[config.mk]
export PLATFORM = sky130hd
export DESIGN_NAME = rmfpc_front
export DESIGN_NICKNAME = d
export VERILOG_FILES = /design/src/hw/rtl/rmfpc_pkg.sv /design/src/hw/rtl/rmfpc_front.sv
export SDC_FILE = /design/constraint.sdc
export NUM_CORES = 1
export LEC_CHECK = 0
export ABC_AREA = 1
export BUFFER_PORTS_ARGS = -buffer_cell sky130_fd_sc_hd__buf_2
export CAP_MARGIN = 25
export CORE_AREA = 5 5 42 44
export DETAILED_ROUTE_END_ITERATION = 8
export DIE_AREA = 0 0 47 49
export GPL_TIMING_DRIVEN = 0
export PLACE_DENSITY = 0.76
export SYNTH_ARGS = -nofsm -noshare
export SYNTH_HDL_FRONTEND = slang
export SYNTH_SLANG_ARGS = --single-unit
[constraint.sdc]
create_clock -name vclk -period 1.7
set_input_delay 0.34 -clock vclk [all_inputs]
set_output_delay 0.34 -clock vclk [all_outputs]
set_load 0.005 [all_outputs]
[src/hw/rtl/rmfpc_pkg.sv]
// Shared types and constants for the page-column frame store.
// No dependencies; imported by the front, back and top-level modules of the block.
`default_nettype none

package rmfpc_pkg;

  // Rows gathered by one page read
  localparam int ROWS_PER_PAGE = 8;

  // Width used to form byte addresses before truncation to the store depth
  localparam int ADDR_CALC_W = 13;

  // Depth of the queue between front and back
  localparam int QUEUE_DEPTH = 4;

  // Operation carried from front to back
  typedef enum logic [1:0] {
    OP_WRITE = 2'd0,
    OP_READ  = 2'd1,
    OP_ZERO  = 2'd2
  } op_t;

  // Command part of one queue entry; the address travels beside it
  typedef struct packed {
    op_t        op;
    logic [7:0] data;  // write: pixel byte; read: pixel offset in bits [2:0]
  } cmd_t;

endpackage

`default_nettype wire

[src/hw/rtl/rmfpc_front.sv]
// Front part: classifies each input item, range-checks it and forms its address.
// Depends on rmfpc_pkg.
`default_nettype none

module rmfpc_front #(
  parameter int BYTES_PER_ROW = 16,
  parameter int PAGE_COUNT    = 8,
  parameter int AW            = 10
) (
  input  logic                 in_valid,
  output logic                 in_ready,
  input  logic                 command,
  input  logic [5:0]           pixel_row,
  input  logic [3:0]           byte_column,
  input  logic [7:0]           pixel_byte,
  input  logic [2:0]           page,
  input  logic [6:0]           column,
  input  logic                 q_full,
  output logic                 push,
  output rmfpc_pkg::cmd_t      push_cmd,
  output logic [AW-1:0]        push_addr
);
  import rmfpc_pkg::*;

  localparam int ROW_COUNT = PAGE_COUNT * ROWS_PER_PAGE;

  logic                   wr_in_frame;
  logic                   rd_in_frame;
  logic [3:0]             rd_bcol;
  logic [ADDR_CALC_W-1:0] wr_full;
  logic [ADDR_CALC_W-1:0] rd_full;

  assign rd_bcol     = column[6:3];
  assign wr_in_frame = (32'(pixel_row) < 32'(ROW_COUNT))
                    && (32'(byte_column) < 32'(BYTES_PER_ROW));
  assign rd_in_frame = (32'(page) < 32'(PAGE_COUNT))
                    && (32'(rd_bcol) < 32'(BYTES_PER_ROW));

  assign wr_full = ADDR_CALC_W'(pixel_row) * ADDR_CALC_W'(BYTES_PER_ROW)
                 + ADDR_CALC_W'(byte_column);
  assign rd_full = ADDR_CALC_W'(page) * ADDR_CALC_W'(ROWS_PER_PAGE * BYTES_PER_ROW)
                 + ADDR_CALC_W'(rd_bcol);

  assign in_ready = !q_full;

  always_comb begin
    push_cmd  = '{op: OP_WRITE, data: pixel_byte};
    push_addr = wr_full[AW-1:0];
    // drop writes that fall outside the frame
    push      = in_valid && !q_full && wr_in_frame;
    if (command) begin
      push_cmd  = '{op: (rd_in_frame ? OP_READ : OP_ZERO), data: {5'd0, column[2:0]}};
      push_addr = rd_full[AW-1:0];
      push      = in_valid && !q_full;
    end
  end

endmodule

`default_nettype wire

* Yosys cells after proc, flatten, opt, wreduce, memory -nomap -nowiden
Index checks and enable logic that the tools add are counted.
Widths: inputs -> output; s select.
** Word-level totals
- Output and inout port bits :: 22
- Flip-flop bits (word level) :: 0
- Input port bits :: 31
** Operators by class
- Reduce and logical (&&, ||, !) cells :: 2
- Add/subtract/negate cells :: 2
- Mux-type cells :: 2
** Operator list (count)
- $add 10x4->10 :: 2
- $mux 10 :: 1
- $mux 9 :: 1
- $logic_and 1x1->1 :: 1
- $logic_not 1->1 :: 1

* Longest topological paths before layout
Gate-level depths: netlist of the first run.
- Depth in word-level cells :: 2
- Gate-level depth with buffers :: 4

* Worst setup path before layout of the first run
Ideal clock, no wire load.
- Kind :: input-to-output
- From :: input port command
- To :: output port push_addr[4]
- Slack :: 0.661 ns
- Data arrival time :: 0.699 ns
- Stages on the path :: 3
- Cells stage by stage :: buf_6 -> buf_12 -> nor2_1
** Between the ends
- Word-level cells in the longest chain between the ends :: 1
** Ends and longest elaborated chain
- start, declared :: RTL line rmfpc_front.sv:12 : input logic command,
- $mux 10 :: RTL line rmfpc_front.sv:51 : if (command) begin
- end, declared :: RTL line rmfpc_front.sv:21 : output logic [AW-1:0] push_addr
No other way between the ends.

==> flow_summary.ini, run 1 <==
[layout]
area_growth_pct = 116
finish.utilization_pct = 36.6
nFlopsAndLatches = 0
n_clock_buffer = 0
fin_area_um2 = 513
layout_commonest_cell = buf_2
finish.net_count = 139
fin_cells = 122
diodes = 0
seqCellArea_um2 = 0
drive_above_1_share_pct = 52.8
final_cell_mix = buf_2 (51), nand2_1 (30), inv_1 (10), nor2_1 (9), buf_4 (2)

[floorplanning]
dieArea_mm2 = 0.00230
coreArea_mm2 = 0.00140
die_h_um = 49
io_pins = 53
start_util_pct = 17.0
rows = 14
die_w_um = 47

[global_route]
grt_max_degree = 11
globalRouteOverflowTotal = 0
grt_usage_pct = 6.74
grt_pass1_wl_um = 1300
antenna_found_initial = 0
grt_pass1_vias = 388

[power_and_ir_drop]
clkPwrFrac_pct = 0
pwr-share-seq_pct = 0
power.switching_mw = 0.0497
p_leak_nw = 0.402
powerDensity_mw_per_mm2 = 227
p_sw_share_pct = 42.7
vdd_ir_drop_max_v = 0.0000745
comb_power_share_pct = 100.0
power.internal_mw = 0.0666

[timing]
fmaxAchievable_mhz = 857
min_period_over_period_pct = 68.6
setup_viol = 0
finalHoldViolations = 0
min_period_ns = 1.17
layout_setup_ws_ns = 0.533
grt_setup_unrepaired = false
finalSetupTns_ns = 0
report.final.slew_viol_count = 0

[place]
post_dp_cell_area_um2 = 513
pre_cts_ws_ns = 0.521
dp_cells = 122
gp_congestion = 0.673
hpwl_um = 906
port_buffers = 51

[yosys]
syn_inst = 55
syn_area_per_cell_um2 = 4.32
ys_seq_area_share_pct = 0
ys_types = 8
yosys_warnings = 0
netlist_area_um2 = 238
synth_nets = 86

[drt]
avgViaCountPerCell = 3.86
ant_nets = 0
wire_per_inst_um = 7.96
via_count = 471
drt_pass1_iterations = 2
wirelength_um = 971
drt_iter0_markers = 2
drc = 0

[outcome]
status = complete, no violations

[hold_path]
hp-start = command
hold_end = push_cmd[8]
holdPathStages = 2
hold_class = in2out

[flow_run]
cap_violations = 0

[critical_path]
path_class = in2out
cp_max_fo = 10
end_kind = output pin
cp_data_required_time_ns = 1.36
arrival_ns = 0.83
worst_setup_path_start_kind = input port

[cts]
hold_buffers = 0
postCtsSetupRepairBufs = 0
cts_resized = 0
[power by group through the flow]
stage          Clock [mW]  Combinational, mW  Sequential, mW
2_1_floorplan           0             0.0506               0
3_3_place_gp            0              0.115               0
3_5_place_dp            0              0.118               0
4_1_cts                 0              0.119               0
5_1_grt                 0              0.130               0
6_report                0              0.116               0
[worst max-delay path, cell delays in order]
cell and delay [ns]:
buf_6 0.12, inv_2 0.13, nand2_1 0.07, nand2_1 0.06, buf_2 0.10
[cell families after synthesis]
| kind of cell | synth area share [%] |
|---|---|
| other | 1.58 |
| buffers and inverters | 36.8 |
| AND/OR/NAND/NOR | 61.6 |
[synth_stat cells (all sizes together)]
cell type / number / area, um2
nor2: 9 / 33.8
buf: 4 / 46.3
conb: 1 / 3.75
inv: 11 / 41.3
nand2: 30 / 113
[per-layer routing]
metal | wire [um] | GRT usage (%) | vias up
li1 | - | - | 251
met1 | 367 | 8.04 | 177
met2 | 395 | 12.4 | 43
met3 | 208 | 1.48 | 0
met4 | 0 | 0 | 0
met5 | 0 | 0 | -
[metrics by stage]
| step | total power [mW] | hold slack [ns] |
|---|---|---|
| after floorplan | 0.0506 | 0.707 |
| after detailed placement | 0.118 | 0.851 |
| after CTS | 0.119 | 0.852 |
| after global routing | 0.130 | 0.861 |
| final | 0.116 | 0.851 |
| after global placement | 0.115 | 0.850 |
[how the worst max path moves through the flow]
stage | slack, ns | depth (start not counted) | startpoint | end
finish | 0.53 | 5 | command | push_cmd[0]
global route | 0.47 | 5 | command | push_addr[0]
CTS | 0.52 | 5 | command | push_cmd[0]
detailed placement | 0.52 | 5 | command | push_cmd[0]
global placement | 0.53 | 5 | command | push_cmd[1]
floorplan | 0.66 | 3 | command | push_addr[4]
[cell type report]
class              instances  area (um2)
fillers                  169         888
repair buffers            51         255
multi-input cells         40         150
plain buffers              4        46.3
inverters                 11        41.3
well taps                 16        20.0
No activity file was read; power rests on OpenSTA's default activity.
==> run 2, diff against run 1 <==
- ABC_AREA: 1 -> 0
- clock period: 1.7 -> 1.2 ns (I/O delays scaled with it)
==> run 2 against run 1 <==
Net effect: via count shrank 23%; first-iteration DRC count shrank 100%; cell count shrank 25%; setup slack lost 0.48 ns; clock-buffer cell count is the same; largest cell class unchanged; largest power group unchanged.
==> flow_summary.ini, run 2 <==
[drt]
drt_pass1_iterations = 1
avgViaCountPerCell = 3.95
via_count = 363
drt_iter0_markers = 0
ant_nets = 0
wire_per_inst_um = 10.1
drc = 0
wirelength_um = 929

[flow_run]
cap_violations = 0

[place]
post_dp_cell_area_um2 = 520
port_buffers = 51
gp_congestion = 0.549
dp_cells = 92
hpwl_um = 900

[yosys]
synth_top_area_share_pct = 36.7
ys_seq_area_share_pct = 0
syn_inst = 25
syn_area_per_cell_um2 = 9.81
synth_common_cells = and2b_2 (8), mux2_2 (8), buf_4 (2), mux2_4 (2)
synth.area.top_cells = mux2_2 (37%), and2b_2 (29%), mux2_4 (12%), buf_4 (6.1%), buf_8 (6.1%)
netlist_area_um2 = 245
yosys_warnings = 0
synth_top_area_cell = mux2_2
synth_nets = 56
ys_types = 9

[power_and_ir_drop]
vdd_ir_drop_max_v = 0.000113
p_leak_nw = 0.330
powerDensity_mw_per_mm2 = 321
power_mw = 0.167

[layout]
layout_commonest_cell = buf_2
seqCellArea_um2 = 0
nFlopsAndLatches = 0
area_growth_pct = 112
fin_cells = 92
n_clock_buffer = 0
fin_area_um2 = 520
fillers = 163
drive_above_1_share_pct = 96.1
diodes = 0
finish.net_count = 109
final_cell_mix = buf_2 (51), and2b_2 (8), mux2_2 (8), mux2_4 (2), buf_4 (2)

[global_route]
globalRouteOverflowTotal = 0
grt_pass1_wl_um = 1500
grt_max_degree = 11
grt_usage_pct = 8.00
grt_pass1_vias = 391
antenna_found_initial = 0

[timing]
min_period_ns = 1.14
holdWs_ns = 0.649
finalHoldViolations = 0
report.final.slew_viol_count = 0
finalSetupTns_ns = 0
setup_viol = 0
fmaxAchievable_mhz = 875
grt_setup_unrepaired = false
min_period_over_period_pct = 95.3

[critical_path]
worst_setup_path_start_kind = input port
end_kind = output pin
cp_max_fo = 10
cp_data_required_time_ns = 0.96
path_class = in2out
arrival_ns = 0.90

[hold_path]
hold_class = in2out

[floorplanning]
dieArea_mm2 = 0.00230
die_h_um = 49
rows = 14
coreArea_mm2 = 0.00140
io_pins = 53
die_w_um = 47
start_util_pct = 17.5

[outcome]
status = complete, no violations

[cts]
cts_resized = 0
hold_buffers = 0
postCtsSetupRepairBufs = 0
==> run 2: cell types whose count changed in the layout (fill, tap and decap cells not counted), sizes merged <==
cell | previous run | this run
and2b | 0 | 8
inv | 11 | 1
mux2 | 0 | 10
nand2 | 30 | 0
nor2 | 9 | 0
nor2b | 0 | 1
==> run 2: stage by stage <==
| stage | setup slack (ns) | util [%] |
|---|---|---|
| floorplan | 0.189 | - |
| global placement | 0.0558 | 37.1 |
| detailed placement | 0.0473 | 37.1 |
| CTS | 0.0468 | 37.1 |
| global route | 0.0186 | 37.1 |
| finish | 0.0565 | 37.1 |
==> run 2: metal layers <==
metal	GRT usage, %	vias to the layer above	wire, um
met5	0	-	0
met4	0	0	0
met3	0.369	0	131
met2	17.6	27	535
met1	7.61	156	262
li1	-	180	-
==> run 2: worst paths after layout <==
check	start	end	slack, ns	cells past startpoint
setup / recovery	command	push_addr[3]	0.06	4
hold / removal	command	push_cmd[8]	0.65	2
==> run 2: power breakdown <==
part	internal [mW]	switching, mW	leakage [nW]
sequential	0	0	0
clock	0	0	0
combinational	0.114	0.0531	0.330
total	0.114	0.0531	0.330
==> run 2: cell type report <==
type | instances | area [um2] | area share, %
plain buffers | 4 | 41.3 | 7.93
repair buffers | 51 | 255 | 49.0
multi-input cells | 20 | 200 | 38.5
well taps | 16 | 20.0 | 3.85
inverters | 1 | 3.75 | 0.721
==> run 2: critical path, stage by stage <==
cell,delay (ns)
buf_6,0.12
buf_8,0.13
mux2_4,0.28
buf_2,0.13
==> run 2: cells by family after synthesis <==
family | share of synthesized area [%]
multiplexers | 49.0
AND/OR/NAND/NOR | 31.1
buffers and inverters | 18.4
other | 1.53
