File: config.mk
export PLATFORM = sky130hd
export DESIGN_NAME = rmfpc_queue
export DESIGN_NICKNAME = d
export VERILOG_FILES = /design/src/hw/rtl/rmfpc_queue.sv
export SDC_FILE = /design/constraint.sdc
export NUM_CORES = 1
export LEC_CHECK = 0
export ABC_AREA = 1
export BUFFER_PORTS_ARGS = -buffer_cell sky130_fd_sc_hd__buf_4
export CAP_MARGIN = 20
export CORE_ASPECT_RATIO = 1.25
export CORE_UTILIZATION = 56
export CTS_CLUSTER_DIAMETER = 120
export DETAILED_ROUTE_END_ITERATION = 7
export PLACE_DENSITY = 0.77
export SYNTH_ARGS = -nofsm -noshare
export SYNTH_HDL_FRONTEND = slang
export SYNTH_SLANG_ARGS = --single-unit
File: constraint.sdc
create_clock -name clk -period 1.9 [get_ports clk]
set_clock_uncertainty 0.2 [all_clocks]
set_input_delay 0.095 -clock clk [delete_from_list [all_inputs] [get_ports clk]]
set_output_delay 0.095 -clock clk [all_outputs]
set_load 0.005 [all_outputs]
File: src/hw/rtl/rmfpc_queue.sv
// Small first-word-fall-through queue between front and back.
// No package dependencies.
`default_nettype none

module rmfpc_queue #(
  parameter int W     = 8,
  parameter int DEPTH = 4
) (
  input  logic         clk,
  input  logic         rst,
  input  logic         push,
  input  logic [W-1:0] push_data,
  output logic         full,
  input  logic         pop,
  output logic         valid,
  output logic [W-1:0] head
);

  localparam int PW = (DEPTH > 1) ? $clog2(DEPTH) : 1;
  localparam int CW = $clog2(DEPTH + 1);

  logic [W-1:0]  slots [DEPTH];
  logic [PW-1:0] wr_ptr;
  logic [PW-1:0] rd_ptr;
  logic [CW-1:0] count;

  assign full  = (count == CW'(DEPTH));
  assign valid = (count != '0);
  assign head  = slots[rd_ptr];

  always_ff @(posedge clk) begin
    if (push) begin
      slots[wr_ptr] <= push_data;
    end
  end

  always_ff @(posedge clk) begin
    if (rst) begin
      wr_ptr <= '0;
      rd_ptr <= '0;
      count  <= '0;
    end else begin
      if (push) begin
        wr_ptr <= (wr_ptr == PW'(DEPTH - 1)) ? '0 : wr_ptr + 1'b1;
      end
      if (pop) begin
        rd_ptr <= (rd_ptr == PW'(DEPTH - 1)) ? '0 : rd_ptr + 1'b1;
      end
      count <= count + CW'(push) - CW'(pop);
    end
  end

endmodule

`default_nettype wire

* After elaboration in Yosys (flattened, before gate mapping) *
Memory sizes are Yosys's and may differ from the RTL's. A register that Yosys moved wholly into a read port is not among the register bits.
Cells that the tools add are included.

word-level totals
  bits in registers = 7
  bits in writable memories = 32
  output and inout bits = 10
  memories kept = 1

operators by class
  add/subtract/negate cells = 4
  equal/unequal tests = 3
  muxes and demuxes = 6
  reductions and logical operators = 1

memory list
  memory  depth  width  read ports  clocked after memory_dff  write ports  line  RTL
  slots   4      8      1           1                         1            22    logic [W-1:0] slots [DEPTH];

operator list
  operator                                     count
  two-way mux 2 bit                            4
  adder 2 x 1 -> 2 bit, second input constant  2
  equality test 2 bit, second input constant   2
  adder 3 x 1 -> 3 bit                         1
  equality test 3 bit, second input constant   1
  nonzero test 3 bit                           1
  subtractor 3 x 1 -> 3 bit                    1
  two-way mux 1 bit                            2

* Logic depth before layout (Yosys ltp) *
Gate-level depths: netlist of run 1.

  depth in word-level cells = 4
  depth in mapped cells = 8
  depth with buffers taken out = 8

* Least setup slack after synthesis of run 1 *
No wires, ideal clock.

  path type = register to register
  start point = register count[0]
  end point = register count[2]
  library setup time = 0.115 ns
  arrival time = 1.345 ns
  path slack = 0.240 ns
  stages on the path, launching flop included = 8
  period minus slack after synthesis = 1.660 ns
  path through = dfxtp_1 inv_1 ha_1 inv_1 ha_1 fa_1 a21oi_1 nor2_1

on the way
  cells in the longest elaborated chain, start to end = 2

ends and longest elaborated chain
  element                    line  RTL
  from (decl)                25    logic [CW-1:0] count;
  from (signal assigned)     49    count <= count + CW'(push) - CW'(pop);
  adder 3 x 1 -> 3 bit       49
  subtractor 3 x 1 -> 3 bit  49

Every way passes these cells.
A chain may end at the register's enable or synchronous reset.

* Final worst setup path of run 1 *
  start point = input pop
  end point = register count[2]

on the way
  cells in the longest elaborated chain, start to end = 1

ends and longest elaborated chain
  element                    line  RTL
  from (decl)                14    input logic pop,
  subtractor 3 x 1 -> 3 bit  49

Every way passes these cells.

==> out/qor.yml, run 1 <==
core_area_um2: 2950
die_height_um: 64.3
maxSlewViolCount: 0
synth-seq-cells: 41
diodes: 0
setup_tns_ps: 0
clk_pin_slew_ps: 120
ys_types: 18
synth_cells: 152
clk_latency_ps: 340
numCtsBuffers: 5
routed_wl_mm: 2.77
dpl.hpwl_mm: 1.86
path_max_fanout: 4
h-tree-depth: 2
p_sw_mw: 0.449
grt_pass1_wl_mm: 4.67
finalPower_mw: 1.85
post_cts_buffers: 0
layout_min_cycle_time_ps: 1800
outcome: "complete, no violations"
path_class: "input port to flip-flop"
p_seq_share_pct: 57.3
clkPwrFrac_pct: 26.1
tightest_slew_ps: 373
relSlewSlack_pct: 75.1
avgSynthCellArea_um2: 11.4
gp_congestion: 0.725
routed_via_density: 4.91
dpl_cell_area_um2: 1890
internal-power_mw: 1.40
powerDensity_nw_per_um2: 887
die_area_um2: 3330
dr.pass1.iters: 4
setup_viol: 0
cts_root_buf: "clkbuf_4"
grt_max_degree: 33
critPathCaptureType: "flip-flop"
fmax_mhz: 557
min_period_over_period_pct: 94.5
finalNetCount: 207
globalRouteOverflowTotal: 0
p_leak_nw: 0.909
track_usage_pct: 20.2
synthesis.nets: 172
rsz0062_at_grt: "false"
io_pins: 22
start_util_pct: 59.0
critPathLaunchType: "input port"
ys_warn_count: 0
drc_errors: 0
antenna_found_initial: 0
vias: 1100
syn_area_um2: 1740
grt_pass1_vias: 1067
p_sw_share_pct: 24.3
postRouteAntennaNets: 0
cap_violations: 0
cts_sinks: 41
drive_above_1_share_pct: 17.0
worst_slack_ps: 105
crit_required_ps: 1950
arrival_ps: 1840
preCtsSetupSlack_ps: 142
fin_area_um2: 2080
peakVddDrop_mv: 0.733
cts_tree: "built"
yosysSeqAreaShare_pct: 65.7
die_w_um: 51.8
p_comb_share_pct: 16.7
holdCritPathClass: "input port to flip-flop"
io_buffers: 21
syn2layout_area_growth_pct: 19.9
clk_path_buf_depth: 2
hold_violations: 0
wl_per_cell_um: 12.4
first_iter_violations: 42
fp-row-count: 22
## routing by layer
layer  track usage [%]  routed length, um  vias up
met5                 0                  0        -
met4              9.12                 55        0
met3              5.71                104        5
met2              35.1               1500       24
met1              22.1               1110      505
li1                  -                  -      566
## cells in the mapped netlist
library cell | count | area share (%)
edfxtp_1 | 32 | 55
inv_1 | 31 | 6.7
nand2_1 | 25 | 5.4
a21oi_1 | 10 | 2.9
dfxtp_1 | 9 | 10
nor2_1 | 9 | 1.9
o211ai_1 | 8 | 3.5
o21ai_0 | 8 | 2.3
ha_1 | 7 | 5.0
buf_6 | 4 | 2.6
nand3_1 | 2 | 0.58
a21oi_2 | 1 | 0.50
buf_2 | 1 | 0.29
buf_4 | 1 | 0.43
fa_1 | 1 | 1.2
nor3_1 | 1 | 0.29
o21ai_1 | 1 | 0.29
xnor2_1 | 1 | 0.50
## registers in the layout, indices dropped and copies added, names as in the netlist, named ones only
| signal | flops |
|---|---|
| slots | 32 |
| wr_ptr | 2 |
| rd_ptr | 2 |
| count | 3 |
## metrics by stage
step | hold slack (ps) | utilization (%) | std cells
after detailed placement | 101 | 64.2 | 204
after floorplan | -33.8 | - | 152
after global placement | 93.3 | 64.2 | 204
after CTS | 278 | 70.7 | 224
after global routing | 265 | 70.8 | 224
final | 287 | 70.8 | 224
## power by group through the flow
| stage | logic, mW | clock network (mW) | registers, mW |
|---|---|---|---|
| after floorplan | 0.182 | 0 | 1.07 |
| after global placement | 0.269 | 0 | 1.07 |
| after detailed placement | 0.291 | 0 | 1.08 |
| after CTS | 0.311 | 0.493 | 1.06 |
| after global routing | 0.353 | 0.532 | 1.06 |
| final | 0.309 | 0.482 | 1.06 |
## layout by cell type (no fill, tap or decap), drive strengths merged
cell type / Yosys / layout
inv: 31 / 31
o211ai: 8 / 8
buf: 6 / 22
edfxtp: 32 / 32
ha: 7 / 7
xnor2: 1 / 1
clkbuf: 0 / 7
clkinv: 0 / 1
o21ai: 9 / 9
fa: 1 / 1
nor3: 1 / 1
a21oi: 11 / 11
dfxtp: 9 / 9
dlygate4sd3: 0 / 12
nor2: 9 / 9
nand3: 2 / 2
nand2: 25 / 25
## worst paths after layout
kind                      from           to  slack [ps]  cells after the start
setup reg to reg     wr_ptr[0]    wr_ptr[1]         130                      5
hold / removal    push_data[4]  slots[1][4]         290                      2
setup / recovery           pop     count[2]         100                      8
hold reg to reg      rd_ptr[0]    rd_ptr[0]         320                      2
## worst max-delay path: stages
cell	delay (ps)
dlygate4sd3_1	530
buf_4	150
ha_1	270
inv_1	40
ha_1	180
fa_1	380
a21oi_1	140
nor2_1	60
## cell type report
cell class,instances,area (um2)
flip-flops and latches,41,1140
fillers,213,861
multi-input cells,74,423
repair buffers,34,285
inverters,31,116
clock buffers,7,66.3
well taps,36,45.0
clock inverters,1,5.00
## cell families (layout without fill, tap and decap cells)
logic type	Yosys count	in the layout	synth area share, %
AOI/OAI and AO/OA	28	28	9.43
xor gates and xnor gates	1	1	0.504
adders and majority gates	8	8	6.19
buffers and inverters	37	73	10.0
DFF	41	41	65.7
and+or+nand+nor	37	37	8.21
## what timing repair did
item,4_1_cts,5_1_grt
hold endpoints to repair,41,0
setup endpoints to repair,0,3
resized for setup,0,2
hold buffers,12,0
Note: power is estimated with default switching activity, not from simulation.
==> run 2: changes to the inputs <==
- RECOVER_POWER: unset -> 50
==> run 2 against run 1 <==
Compared with the run above: clock power about the same; register-to-register slack about the same; worst setup slack got worse by 2.7 ps; final cell count unchanged; sequential power about the same; via count decreased by 0.55%; largest power group unchanged; non-clock buffer count unchanged; core utilization decreased by 1.0 points; combinational power decreased by 3%; global-route usage unchanged; power decreased by 0.57%.
==> out/qor.yml, run 2 (same netlist as run 1, synthesis figures left out) <==
outcome: "complete, no violations"
postRouteAntennaNets: 0
arrival_ps: 1840
hold_violations: 0
fp-row-count: 22
fin_area_um2: 2050
clk_latency_ps: 340
grt_pass1_wl_mm: 4.67
antenna_found_initial: 0
die_w_um: 51.8
largest_register_ffs: 32
cts_root_buf: "clkbuf_4"
track_usage_pct: 20.2
drc_errors: 0
post_cts_buffers: 0
mostFrequentLayoutCells: "32 x edfxtp_1, 31 x inv_1, 25 x nand2_1, 13 x buf_4, 12 x dlygate4sd3_1"
cap_violations: 0
path_max_fanout: 4
peakVddDrop_mv: 0.728
vias: 1094
routed_via_density: 4.88
rsz0062_at_grt: "false"
powerDensity_nw_per_um2: 895
wl_per_cell_um: 12.3
layout_min_cycle_time_ps: 1800
syn2layout_area_growth_pct: 18.2
critPathLaunchType: "input port"
relSlewSlack_pct: 74.8
routed_wl_mm: 2.76
hold_depth: 3
finalNetCount: 207
setup_tns_ps: 0
die_height_um: 64.3
dpl.hpwl_mm: 1.86
min_period_over_period_pct: 94.6
reg2reg_to: "wr_ptr[1]"
setup_viol: 0
grt_max_degree: 33
tightest_slew_ps: 378
h-tree-depth: 2
reg2reg_from: "wr_ptr[0]"
cts_sinks: 41
cts_tree: "built"
rrSetupSlack_ps: 130
die_area_um2: 3330
r2r_cells: 5
final_common_cell: "edfxtp_1"
wl_met3_um: 103
fmax_mhz: 556
io_pins: 22
core_area_um2: 2950
diodes: 0
crit_required_ps: 1950
globalRouteOverflowTotal: 0
hp-start: "rst"
clk_pin_slew_ps: 110
final_util_pct: 69.8
path_class: "input port to flip-flop"
routed.top_layer: "met4"
route.met2.wl_mm: 1.51
dr.pass1.iters: 4
critPathCaptureType: "flip-flop"
first_iter_violations: 41
reg.largest.list: "slots: 32 flops, count: 3 flops"
holdCritPathClass: "input port to flip-flop"
gp_congestion: 0.725
drive_above_1_share_pct: 12.8
wl_met1_mm: 1.09
maxSlewViolCount: 0
hold_end: "count[1]"
top_register: "slots"
dpl_cell_area_um2: 1890
p_leak_nw: 0.880
io_buffers: 21
clk_path_buf_depth: 2
grt_pass1_vias: 1067
start_util_pct: 59.0
numCtsBuffers: 5
-- run 2: changes by cell type in the layout (fill, tap and decap cells not counted), sizes merged --
cell,delta
buf,-9
clkbuf,+9
-- run 2: how the worst max path moves through the flow --
stage | startpoint | endpoint | slack [ps] | cells past startpoint
finish | pop | count[2] | 100 | 8
global route | count[0] | count[2] | 40 | 7
CTS | wr_ptr[0] | wr_ptr[1] | 70 | 5
detailed placement | count[0] | count[2] | 140 | 7
global placement | count[0] | count[2] | 210 | 7
floorplan | count[0] | count[2] | 240 | 7
-- run 2: report_power, final --
group | total, mW | internal (mW) | switching, mW
registers | 1.06 | 1.03 | 0.0298
clock network | 0.481 | 0.223 | 0.258
logic | 0.300 | 0.141 | 0.159
-- run 2: area by class of cell --
type	count	area, um2
flip-flops and latches	41	1140
clock buffers	7	66.3
inverters	31	116
multi-input cells	74	423
fillers	222	891
clock inverters	1	5.00
well taps	36	45.0
repair buffers	34	255
-- run 2: layer usage --
layer	global-route usage, %	up-vias
met1	22.1	501
met5	0	-
met4	9.12	0
met3	5.71	5
met2	35.1	22
li1	-	566
-- run 2: repair_timing --
item                                   in CTS  in global routing
endpoints found under the hold margin      41                  0
resized for setup                           0                  2
hold buffers                               12                  0
setup endpoints to repair                   0                  3
-- run 2: through the flow --
step	total power, mW	hold WS (ps)	setup slack (ps)	std cells
2_1_floorplan	1.25	-33.8	240	152
3_3_place_gp	1.34	93.3	215	204
3_5_place_dp	1.37	101	142	204
4_1_cts	1.86	278	68.7	224
5_1_grt	1.94	295	40.2	224
6_report	1.84	304	102	224
-- run 2: critical path, stage by stage --
cell	delay [ps]
dlygate4sd3_1	530
buf_4	150
ha_1	270
inv_1	40
ha_1	180
fa_1	380
a21oi_1	140
nor2_1	60
